`src/hdl/pcm_multichannel_downmix_to_mono_macros.svh`:
```
// assertion macros used by the downmix back end
`ifndef PCM_MULTICHANNEL_DOWNMIX_TO_MONO_MACROS_SVH
`define PCM_MULTICHANNEL_DOWNMIX_TO_MONO_MACROS_SVH

// same-cycle implication, disabled during reset
`define PCMDM_ASSERT_IMPL(lbl, clk, rst_n, ante, cons) \
  lbl: assert property (@(posedge clk) disable iff (!rst_n) (ante) |-> (cons)) \
    else $error("pcmdm assertion failed");

// next-cycle implication, disabled during reset
`define PCMDM_ASSERT_NEXT(lbl, clk, rst_n, ante, cons) \
  lbl: assert property (@(posedge clk) disable iff (!rst_n) (ante) |=> (cons)) \
    else $error("pcmdm assertion failed");

`endif

```
`src/hdl/pcmdm_pkg.sv`:
```
// shared types, constants and sample conversion for the downmix block
package pcmdm_pkg;

  localparam int MAX_CHANNELS = 64;
  localparam int SAMPLE_W     = 32;
  localparam int SUM_W        = SAMPLE_W + $clog2(MAX_CHANNELS);
  localparam int TALLY_W      = $clog2(MAX_CHANNELS + 1);
  localparam int SEQ_W        = 32;
  localparam int CFG_IDX_W    = 8;
  localparam int CFG_DATA_W   = 32;
  localparam int FIFO_DEPTH   = 2;
  localparam int FIFO_PTR_W   = $clog2(FIFO_DEPTH);
  localparam int FIFO_CNT_W   = $clog2(FIFO_DEPTH + 1);
  localparam int DIV_CNT_W    = $clog2(SUM_W);

  localparam logic [CFG_IDX_W-1:0] REG_SAMPLE_FORMAT  = CFG_IDX_W'(0);
  localparam logic [CFG_IDX_W-1:0] REG_CAPTURE_ENABLE = CFG_IDX_W'(1);

  localparam logic [7:0] FLT_EXP_MAX  = 8'hFF;
  localparam logic [7:0] FLT_EXP_ONE  = 8'd127;
  localparam logic [7:0] FLT_EXP_TOP  = 8'd126;
  localparam logic [7:0] FLT_SHIFT_LIM = 8'd30;

  typedef enum logic [1:0] {
    FMT_INT16   = 2'd0,
    FMT_INT24   = 2'd1,
    FMT_INT32   = 2'd2,
    FMT_FLOAT32 = 2'd3
  } sample_format_e;

  typedef enum logic [1:0] {
    ST_IDLE,
    ST_DIV,
    ST_DONE
  } div_state_e;

  typedef struct packed {
    logic signed [SUM_W-1:0] sum;
    logic [TALLY_W-1:0]      tally;
    logic [SEQ_W-1:0]        seq;
    logic                    pkt_end;
  } frame_rec_t;

  typedef struct packed {
    logic       valid;
    frame_rec_t rec;
  } rec_chan_t;

  function automatic logic signed [SAMPLE_W-1:0] float_to_q31(input logic [31:0] w);
    logic        neg;
    logic [7:0]  ex;
    logic [22:0] man;
    logic [30:0] mv;
    logic [7:0]  shamt;
    logic [30:0] mag;
    logic signed [SAMPLE_W-1:0] res;
    neg   = w[31];
    ex    = w[30:23];
    man   = w[22:0];
    mv    = {1'b1, man, 7'b0};
    shamt = FLT_EXP_TOP - ex;
    mag   = (shamt > FLT_SHIFT_LIM) ? '0 : (mv >> shamt);
    if (ex == FLT_EXP_MAX && man != '0) begin
      res = '0;
    end else if (ex >= FLT_EXP_ONE) begin
      res = neg ? 32'sh8000_0000 : 32'sh7FFF_FFFF;
    end else if (ex == '0) begin
      res = '0;
    end else begin
      res = neg ? -$signed({1'b0, mag}) : $signed({1'b0, mag});
    end
    return res;
  endfunction

  function automatic logic signed [SAMPLE_W-1:0] to_q31(input sample_format_e fmt,
                                                        input logic [31:0] w);
    logic signed [SAMPLE_W-1:0] res;
    case (fmt)
      FMT_INT16: res = $signed({w[15:0], 16'b0});
      FMT_INT24: res = $signed({w[23:0], 8'b0});
      FMT_INT32: res = $signed(w);
      default:   res = float_to_q31(w);
    endcase
    return res;
  endfunction

endpackage

```
`src/hdl/pcmdm_front.sv`:
```
// front end: config registers, sample conversion, frame accumulation
module pcmdm_front (
  input  logic                            clk_i,
  input  logic                            rst_ni,
  input  logic                            cfg_valid_i,
  output logic                            cfg_ready_o,
  input  logic [pcmdm_pkg::CFG_IDX_W-1:0] cfg_index_i,
  input  logic [pcmdm_pkg::CFG_DATA_W-1:0] cfg_data_i,
  input  logic                            push_i,
  output logic                            full_o,
  input  logic [31:0]                     sample_word_i,
  input  logic                            last_in_frame_i,
  input  logic                            last_in_packet_i,
  output pcmdm_pkg::rec_chan_t            rec_o,
  input  logic                            rec_full_i
);
  import pcmdm_pkg::*;

  sample_format_e fmt_q;
  logic           en_q;

  logic                       s1_valid_q, s1_valid_d;
  logic signed [SAMPLE_W-1:0] s1_val_q;
  logic                       s1_lf_q, s1_lp_q;
  logic                       s1_adv, in_acc, acc_go;

  logic signed [SUM_W-1:0] sum_q, sum_d, sum_new;
  logic [TALLY_W-1:0]      tally_q, tally_d, tally_new;
  logic [SEQ_W-1:0]        pkt_q, pkt_d;

  assign cfg_ready_o = 1'b1;

  always_ff @(posedge clk_i or negedge rst_ni) begin
    if (!rst_ni) begin
      fmt_q <= FMT_INT16;
      en_q  <= 1'b0;
    end else if (cfg_valid_i && cfg_ready_o) begin
      unique case (cfg_index_i)
        REG_SAMPLE_FORMAT:  fmt_q <= sample_format_e'(cfg_data_i[1:0]);
        REG_CAPTURE_ENABLE: en_q  <= cfg_data_i[0];
        default: ;
      endcase
    end
  end

  assign s1_adv = !(s1_lf_q && rec_full_i);
  assign full_o = s1_valid_q && !s1_adv;
  assign in_acc = push_i && !full_o;
  assign acc_go = s1_valid_q && s1_adv;

  always_comb begin
    s1_valid_d = s1_valid_q;
    if (in_acc) begin
      s1_valid_d = en_q;
    end else if (s1_adv) begin
      s1_valid_d = 1'b0;
    end
  end

  always_ff @(posedge clk_i or negedge rst_ni) begin
    if (!rst_ni) begin
      s1_valid_q <= 1'b0;
    end else begin
      s1_valid_q <= s1_valid_d;
    end
  end

  always_ff @(posedge clk_i) begin
    if (in_acc) begin
      s1_val_q <= to_q31(fmt_q, sample_word_i);
      s1_lf_q  <= last_in_frame_i;
      s1_lp_q  <= last_in_packet_i;
    end
  end

  // channels beyond the limit are dropped from the mean
  always_comb begin
    sum_new   = sum_q;
    tally_new = tally_q;
    if (tally_q < TALLY_W'(MAX_CHANNELS)) begin
      sum_new   = sum_q + SUM_W'(s1_val_q);
      tally_new = tally_q + TALLY_W'(1);
    end
  end

  always_comb begin
    sum_d   = sum_q;
    tally_d = tally_q;
    pkt_d   = pkt_q;
    if (acc_go) begin
      if (s1_lf_q) begin
        sum_d   = '0;
        tally_d = '0;
        pkt_d   = pkt_q + SEQ_W'(s1_lp_q);
      end else begin
        sum_d   = sum_new;
        tally_d = tally_new;
      end
    end
  end

  always_ff @(posedge clk_i or negedge rst_ni) begin
    if (!rst_ni) begin
      sum_q   <= '0;
      tally_q <= '0;
      pkt_q   <= '0;
    end else begin
      sum_q   <= sum_d;
      tally_q <= tally_d;
      pkt_q   <= pkt_d;
    end
  end

  assign rec_o.valid       = acc_go && s1_lf_q;
  assign rec_o.rec.sum     = sum_new;
  assign rec_o.rec.tally   = tally_new;
  assign rec_o.rec.seq     = pkt_q;
  assign rec_o.rec.pkt_end = s1_lp_q;

endmodule

```
`src/hdl/pcmdm_fifo.sv`:
```
// short frame queue between front end and divider
module pcmdm_fifo (
  input  logic                  clk_i,
  input  logic                  rst_ni,
  input  pcmdm_pkg::rec_chan_t  wr_i,
  output logic                  full_o,
  output pcmdm_pkg::rec_chan_t  rd_o,
  input  logic                  pop_i
);
  import pcmdm_pkg::*;

  frame_rec_t              mem_q [FIFO_DEPTH];
  logic [FIFO_PTR_W-1:0]   wr_ptr_q, rd_ptr_q;
  logic [FIFO_CNT_W-1:0]   cnt_q;
  logic                    do_wr, do_rd;

  assign full_o   = (cnt_q == FIFO_CNT_W'(FIFO_DEPTH));
  assign rd_o.valid = (cnt_q != '0);
  assign rd_o.rec   = mem_q[rd_ptr_q];
  assign do_wr    = wr_i.valid && !full_o;
  assign do_rd    = pop_i && rd_o.valid;

  always_ff @(posedge clk_i) begin
    if (do_wr) begin
      mem_q[wr_ptr_q] <= wr_i.rec;
    end
  end

  always_ff @(posedge clk_i or negedge rst_ni) begin
    if (!rst_ni) begin
      wr_ptr_q <= '0;
      rd_ptr_q <= '0;
      cnt_q    <= '0;
    end else begin
      if (do_wr) begin
        wr_ptr_q <= (wr_ptr_q == FIFO_PTR_W'(FIFO_DEPTH - 1)) ? '0 : wr_ptr_q + 1'b1;
      end
      if (do_rd) begin
        rd_ptr_q <= (rd_ptr_q == FIFO_PTR_W'(FIFO_DEPTH - 1)) ? '0 : rd_ptr_q + 1'b1;
      end
      cnt_q <= cnt_q + FIFO_CNT_W'(do_wr) - FIFO_CNT_W'(do_rd);
    end
  end

endmodule

```
`src/hdl/pcmdm_back.sv`:
```
// back end: serial signed divider and result register
module pcmdm_back (
  input  logic                 clk_i,
  input  logic                 rst_ni,
  input  pcmdm_pkg::rec_chan_t rec_i,
  output logic                 rec_pop_o,
  output logic                 empty_o,
  input  logic                 pop_i,
  output logic signed [31:0]   mono_sample_o,
  output logic [31:0]          packet_sequence_o,
  output logic                 packet_end_o
);
  import pcmdm_pkg::*;

  `include "pcm_multichannel_downmix_to_mono_macros.svh"

  div_state_e st_q, st_d;

  logic [SUM_W-1:0]     q_q, q_d;
  logic [TALLY_W-1:0]   rem_q, rem_d;
  logic [TALLY_W-1:0]   dvs_q;
  logic [DIV_CNT_W-1:0] cnt_q, cnt_d;
  logic                 neg_q;
  logic [SEQ_W-1:0]     seq_q;
  logic                 pend_q;

  logic [TALLY_W:0]     shifted;
  logic [TALLY_W+1:0]   trial;
  logic                 ge;
  logic                 load, out_wr, out_take;
  logic [SUM_W-1:0]     signed_q;
  logic                 out_valid_q;

  assign shifted  = {rem_q, q_q[SUM_W-1]};
  assign trial    = {1'b0, shifted} - {2'b00, dvs_q};
  assign ge       = !trial[TALLY_W+1];
  assign out_take = pop_i && out_valid_q;
  assign signed_q = neg_q ? (~q_q + SUM_W'(1)) : q_q;

  always_comb begin
    st_d      = st_q;
    q_d       = q_q;
    rem_d     = rem_q;
    cnt_d     = cnt_q;
    load      = 1'b0;
    out_wr    = 1'b0;
    rec_pop_o = 1'b0;
    unique case (st_q)
      ST_IDLE: begin
        if (rec_i.valid) begin
          rec_pop_o = 1'b1;
          load      = 1'b1;
          st_d      = ST_DIV;
        end
      end
      ST_DIV: begin
        q_d   = {q_q[SUM_W-2:0], ge};
        rem_d = ge ? trial[TALLY_W-1:0] : shifted[TALLY_W-1:0];
        cnt_d = cnt_q + DIV_CNT_W'(1);
        if (cnt_q == DIV_CNT_W'(SUM_W - 1)) begin
          st_d = ST_DONE;
        end
      end
      ST_DONE: begin
        if (!out_valid_q || out_take) begin
          out_wr = 1'b1;
          st_d   = ST_IDLE;
        end
      end
      default: st_d = ST_IDLE;
    endcase
  end

  always_ff @(posedge clk_i or negedge rst_ni) begin
    if (!rst_ni) begin
      st_q        <= ST_IDLE;
      out_valid_q <= 1'b0;
    end else begin
      st_q <= st_d;
      if (out_wr) begin
        out_valid_q <= 1'b1;
      end else if (out_take) begin
        out_valid_q <= 1'b0;
      end
    end
  end

  always_ff @(posedge clk_i) begin
    if (load) begin
      neg_q  <= rec_i.rec.sum[SUM_W-1];
      q_q    <= rec_i.rec.sum[SUM_W-1] ? SUM_W'(-rec_i.rec.sum) : SUM_W'(rec_i.rec.sum);
      rem_q  <= '0;
      dvs_q  <= rec_i.rec.tally;
      cnt_q  <= '0;
      seq_q  <= rec_i.rec.seq;
      pend_q <= rec_i.rec.pkt_end;
    end else begin
      q_q   <= q_d;
      rem_q <= rem_d;
      cnt_q <= cnt_d;
    end
    if (out_wr) begin
      mono_sample_o     <= (dvs_q == '0) ? '0 : $signed(signed_q[31:0]);
      packet_sequence_o <= seq_q;
      packet_end_o      <= pend_q;
    end
  end

  assign empty_o = !out_valid_q;

  `PCMDM_ASSERT_NEXT(a_load_starts_div, clk_i, rst_ni, st_q == ST_IDLE && rec_i.valid,
                     st_q == ST_DIV)
  `PCMDM_ASSERT_IMPL(a_divisor_nonzero, clk_i, rst_ni, st_q == ST_DIV, dvs_q != '0)
  `PCMDM_ASSERT_IMPL(a_quotient_fits, clk_i, rst_ni, st_q == ST_DONE, (q_q >> 32) == '0)
  `PCMDM_ASSERT_IMPL(a_pop_only_idle, clk_i, rst_ni, rec_pop_o, st_q == ST_IDLE)

endmodule

```
`src/hdl/pcm_multichannel_downmix_to_mono.sv`:
```
// top level of the multichannel pcm downmix to mono block
// Usage:
// - samples enter as items on push_i/full_o, one raw channel sample each, in the
//   format chosen by register 0; register 1 gates capture
// - config writes use cfg_valid_i/cfg_ready_o, index and data; ready is always high
//   and writes are meant for an idle block
// - results leave on empty_o/pop_i, one mono item per frame, oldest first
// - each accepted sample is converted into the input stage register and then summed;
//   a sample can be taken every cycle unless a finished frame finds the queue full
// - a frame result passes from the input stage through the queue and the divider
//   states idle, div and done into the result register; the divider takes a new
//   frame only back in idle, one quotient bit per cycle in the back end
// - a two-entry queue sits between the accumulator and the divider
// - while pop_i is low the result holds; the divider finishes its frame and waits,
//   then the queue fills, then full_o rises on the next frame end
// - reset clears the accumulator, channel count, packet counter, queue and result flag,
//   sets format to int16 and disables capture
// - disabled capture accepts and discards samples
module pcm_multichannel_downmix_to_mono (
  input  logic                            clk_i,
  input  logic                            rst_ni,
  input  logic                            cfg_valid_i,
  output logic                            cfg_ready_o,
  input  logic [pcmdm_pkg::CFG_IDX_W-1:0] cfg_index_i,
  input  logic [pcmdm_pkg::CFG_DATA_W-1:0] cfg_data_i,
  input  logic                            push_i,
  output logic                            full_o,
  input  logic [31:0]                     sample_word_i,
  input  logic                            last_in_frame_i,
  input  logic                            last_in_packet_i,
  output logic                            empty_o,
  input  logic                            pop_i,
  output logic signed [31:0]              mono_sample_o,
  output logic [31:0]                     packet_sequence_o,
  output logic                            packet_end_o
);
  import pcmdm_pkg::*;

  rec_chan_t front_rec, fifo_rec;
  logic      fifo_full, fifo_pop;

  pcmdm_front u_front (
    .clk_i            (clk_i),
    .rst_ni           (rst_ni),
    .cfg_valid_i      (cfg_valid_i),
    .cfg_ready_o      (cfg_ready_o),
    .cfg_index_i      (cfg_index_i),
    .cfg_data_i       (cfg_data_i),
    .push_i           (push_i),
    .full_o           (full_o),
    .sample_word_i    (sample_word_i),
    .last_in_frame_i  (last_in_frame_i),
    .last_in_packet_i (last_in_packet_i),
    .rec_o            (front_rec),
    .rec_full_i       (fifo_full)
  );

  pcmdm_fifo u_fifo (
    .clk_i  (clk_i),
    .rst_ni (rst_ni),
    .wr_i   (front_rec),
    .full_o (fifo_full),
    .rd_o   (fifo_rec),
    .pop_i  (fifo_pop)
  );

  pcmdm_back u_back (
    .clk_i             (clk_i),
    .rst_ni            (rst_ni),
    .rec_i             (fifo_rec),
    .rec_pop_o         (fifo_pop),
    .empty_o           (empty_o),
    .pop_i             (pop_i),
    .mono_sample_o     (mono_sample_o),
    .packet_sequence_o (packet_sequence_o),
    .packet_end_o      (packet_end_o)
  );

endmodule

```
`config.mk`:
```
export PLATFORM = sky130hd
export DESIGN_NAME = pcm_multichannel_downmix_to_mono
export DESIGN_NICKNAME = d
export VERILOG_FILES = /design/src/hdl/pcmdm_pkg.sv /design/src/hdl/pcmdm_front.sv /design/src/hdl/pcmdm_fifo.sv /design/src/hdl/pcmdm_back.sv /design/src/hdl/pcm_multichannel_downmix_to_mono.sv
export VERILOG_INCLUDE_DIRS = /design/src /design/src/hdl
export SDC_FILE = /design/constraint.sdc
export NUM_CORES = 1
export LEC_CHECK = 0
export BUFFER_PORTS_ARGS = -buffer_cell sky130_fd_sc_hd__clkbuf_2
export CAP_MARGIN = 20
export CORE_MARGIN = 2
export CORE_UTILIZATION = 34
export DETAILED_ROUTE_END_ITERATION = 8
export PLACE_DENSITY = 0.46
export SYNTH_ARGS = -nofsm -noshare
export SYNTH_HDL_FRONTEND = slang
export SYNTH_SLANG_ARGS = --single-unit
```
`constraint.sdc`:
```
create_clock -name clk_i -period 11.02 [get_ports clk_i]
set_input_delay 1.102 -clock clk_i [delete_from_list [all_inputs] [get_ports clk_i]]
set_output_delay 1.102 -clock clk_i [all_outputs]
set_load 0.01 [all_outputs]
```
==> results.md <==
- Status: finished, final reports clean
- Die Ht: approximately 270 µm
- Final cell count without fillers: around 3200
- PwrDens: approximately 210 mW/mm²
- Pre-antenna DRT Iters: 6
- Clock latency on the worst-skew pair: a little over 0.6 ns
- EDFF count, synth: approximately 330
- Clock power frac: 0.287
- NumNets Final: 2394
- Post-synthesis sequential area ratio: 0.5197
- # rows: between 90 and 100
- Initial antenna violation count: 0
- Worst Tran Pin Value: 1.106 ns
- RePlAce Congestion: 0.9228
- Synth Register Bits: ~440
- Most common library cells after synthesis: edfxtp_1 (334), nand2_1 (257), o21ai_0 (178)
- DRT iter0 DRCs: 1464
- Reg2Reg Depth: 12
- Setup crit start kind: input port
- Fin area: between 0.02 and 0.03 mm²
- Slew HR: 0.2606
- CTS tree: yes
- TNS Setup: 0 ns
- Register share of total power: 0.414
- Crit path required time: around 11 ns
- Post-layout minimum cycle time: between 6 and 7 ns
- Number of I/O pins: roughly 150
- Chip width: about 270 µm
- Synth Area per Inst: roughly 11 µm²
- RR Startpoint: u_fifo.rd_ptr_q
- Hold depth: 0
- Achievable frequency: ~160 MHz
- Via density per instance: 5.304
- Post-DP HPWL: roughly 45 mm
- CP Capture Type: register
- Yosys top cell area share: 0.4172
- Total routed wirelength: 63.58 mm
- CTS resizes: 0
- Final Hold Viols: 0
- Vias: between 15000 and 20000
- Hold worst-path end: u_back.packet_end_o
- Combinational share of power: 0.299
- Worst reg-to-reg setup slack: between 6 and 7 ns
- Total gr overflow: 0
- Final Max Tran Viols: 0
- Switch share: 0.3342
- Arr. time, crit path: approximately 6.7 ns
- Clock Path Buffers: 3
- Util after Layout: 0.3886
- Synth async-reset ratio: 0.2023
- Top-count cell post-synth: edfxtp_1
- Die Footprint: between 0.07 and 0.08 mm²
- Share of cells above drive strength 1: 0.1486
- Setup Viol. Count Final: 0
- Leakage: about 10 nW
- Final Skew: about 0.046 ns
- Min-Delay Path Class: reg2reg
- Synth area leaders: edfxtp_1 (42%), dfrtp_1 (9.2%), nand2_1 (4.0%)
- Primary FF master, synth: edfxtp_1
- Synth Cell Area: around 0.024 mm²
- HP Start: u_back.pend_q
- Root Driver: clkbuf_16
- Htree depth: 2
- Syn nets: approximately 2300
- Vias in the first global route: between 15000 and 20000
- Core Region: ~0.070 mm²
- Setup bufs post-CTS: 0
- Capturing point of the worst reg2reg path: u_back.q_q[32]
- Placed cell area: around 0.026 mm²
- CTS buffer count: 48
- Maximum vdd drop: between 100 and 150 µV
- WS Path Type: in2reg
- Post-synth cell types: 95
- Yosys Warn Count: 0
- Hold-fix buffers, CTS: 0
- Period utilisation layout: 0.5808
- Clk sinks: about 440
- Max-cap violations: 0
- Dpl cells: about 3100
- # port buffers: 115
- Detail Route Antenna Nets: 0
- Largest net degree at the start of global routing: 78
- Initial Util: 0.3433
- Antenna diode count: 0
- Total GRT Usage: 0.1730
- Routed WL per cell: about 20 µm
- Power Internal: between 0.003 and 0.004 W
- Drt drc: 0
- Area leader, netlist: edfxtp_1
- Layout area overhead: 13.19%
- P_sw: 0.001940 W
- Worst-path clk slew: approximately 0.060 ns
- Unrepaired setup endpoints after global routing: false
- Cells after Synth: between 2000 and 2500
- Max FO, Critical Path: 50
- Global-route wire length before repair: around 100 mm
==> critical path, stage by stage <==
cell	delay, ns
clkbuf_2	0.07
buf_4	0.52
inv_2	0.39
ha_1	0.40
buf_4	0.48
mux4_2	0.62
mux2i_1	0.22
nand2_1	0.19
nand3_1	0.33
o32ai_1	0.33
or3b_4	0.48
nor4_4	0.78
nand3_1	0.20
mux2i_1	0.16
a221o_1	0.35
==> registers in the layout (all words and copies together) (netlist names), 2 cells and up <==
register,cells
u_front.tally_q,7
u_back.dvs_q,7
u_front.sum_q,38
u_back.q_q,38
u_back.mono_sample_o,32
u_back.rem_q,7
u_front.pkt_q,32
u_back.st_q,2
u_back.cnt_q,6
u_back.seq_q,32
u_fifo.cnt_q,2
u_back.packet_sequence_o,32
u_front.fmt_q,2
u_fifo.mem_q,156
u_front.s1_val_q,32
==> how the worst max path moves through the flow <==
stage | start | endpoint | slack [ns] | cells after the start
after floorplan | u_front.s1_lf_q | u_fifo.mem_q[0][0] | 4.47 | 3
after global placement | sample_word_i[23] | u_front.s1_val_q[17] | 4.25 | 15
after detailed placement | sample_word_i[23] | u_front.s1_val_q[19] | 4.22 | 15
after CTS | sample_word_i[23] | u_front.s1_val_q[19] | 4.80 | 15
after global routing | sample_word_i[23] | u_front.s1_val_q[19] | 4.37 | 15
final | sample_word_i[23] | u_front.s1_val_q[19] | 4.62 | 15
==> power groups by stage <==
stage | clock [W] | sequential [W] | combinational, W
after floorplan | 0 | 0.00233 | 0.00137
after global placement | 0 | 0.00243 | 0.00170
after detailed placement | 0 | 0.00244 | 0.00174
after CTS | 0.00172 | 0.00241 | 0.00175
after global routing | 0.00179 | 0.00244 | 0.00197
final | 0.00167 | 0.00240 | 0.00173
==> kinds of logic after synthesis <==
kind of cell / after synthesis / synth area share
XOR/XNOR: 163 / 0.06048
adder cells (fa/ha/maj): 60 / 0.03186
other: 1 / 0.0001560
AND/OR/NAND/NOR: 668 / 0.1328
AO/OA/AOI/OAI: 516 / 0.1407
multiplexers: 174 / 0.08547
flip-flops: 435 / 0.5197
buffers and inverters: 158 / 0.02889
==> area by class of cell <==
cell class,count,area (µm²)
clock buffers,65,1315
well taps,940,1176
fillers,6797,42820
clock inverters,25,360.3
repair buffers,143,792.0
inverters,45,168.9
multi-input cells,1582,10900
flip-flops and latches,435,12500
==> metal layers <==
metal	GRT usage	wire length (µm)
met1	0.2397	29370
met2	0.2792	29280
met3	0.02223	2879
met4	0.05863	2051
met5	0	0
==> stage by stage <==
stage / worst slack (ns) / total power (W) / hold slack (ns)
after floorplan: 4.467 / 0.003697 / 0.4003
after global placement: 4.251 / 0.004134 / 0.4024
after detailed placement: 4.224 / 0.004183 / 0.4045
after CTS: 4.798 / 0.005881 / 0.3907
after global routing: 4.369 / 0.006196 / 0.4223
final: 4.619 / 0.005804 / 0.4019
==> cell usage in the layout, fill, tap and decap left out, types with 16 or more instances in the layout <==
master	count
a21oi_1	77
a21o_1	19
nand2_1	257
a31oi_1	20
o21ai_0	178
inv_1	43
or3_1	17
xor2_1	81
and3_1	20
nand3_1	58
mux2_2	67
o31ai_1	23
clkbuf_16	48
ha_1	58
dfrtp_1	86
nor3_1	33
nor2b_1	16
nor2_1	140
buf_4	28
nand2b_1	19
a22o_1	26
mux2i_1	89
o211ai_1	20
edfxtp_1	334
nand4_1	28
clkbuf_2	114
xnor2_1	79
No activity file was read; power rests on OpenSTA's default activity.
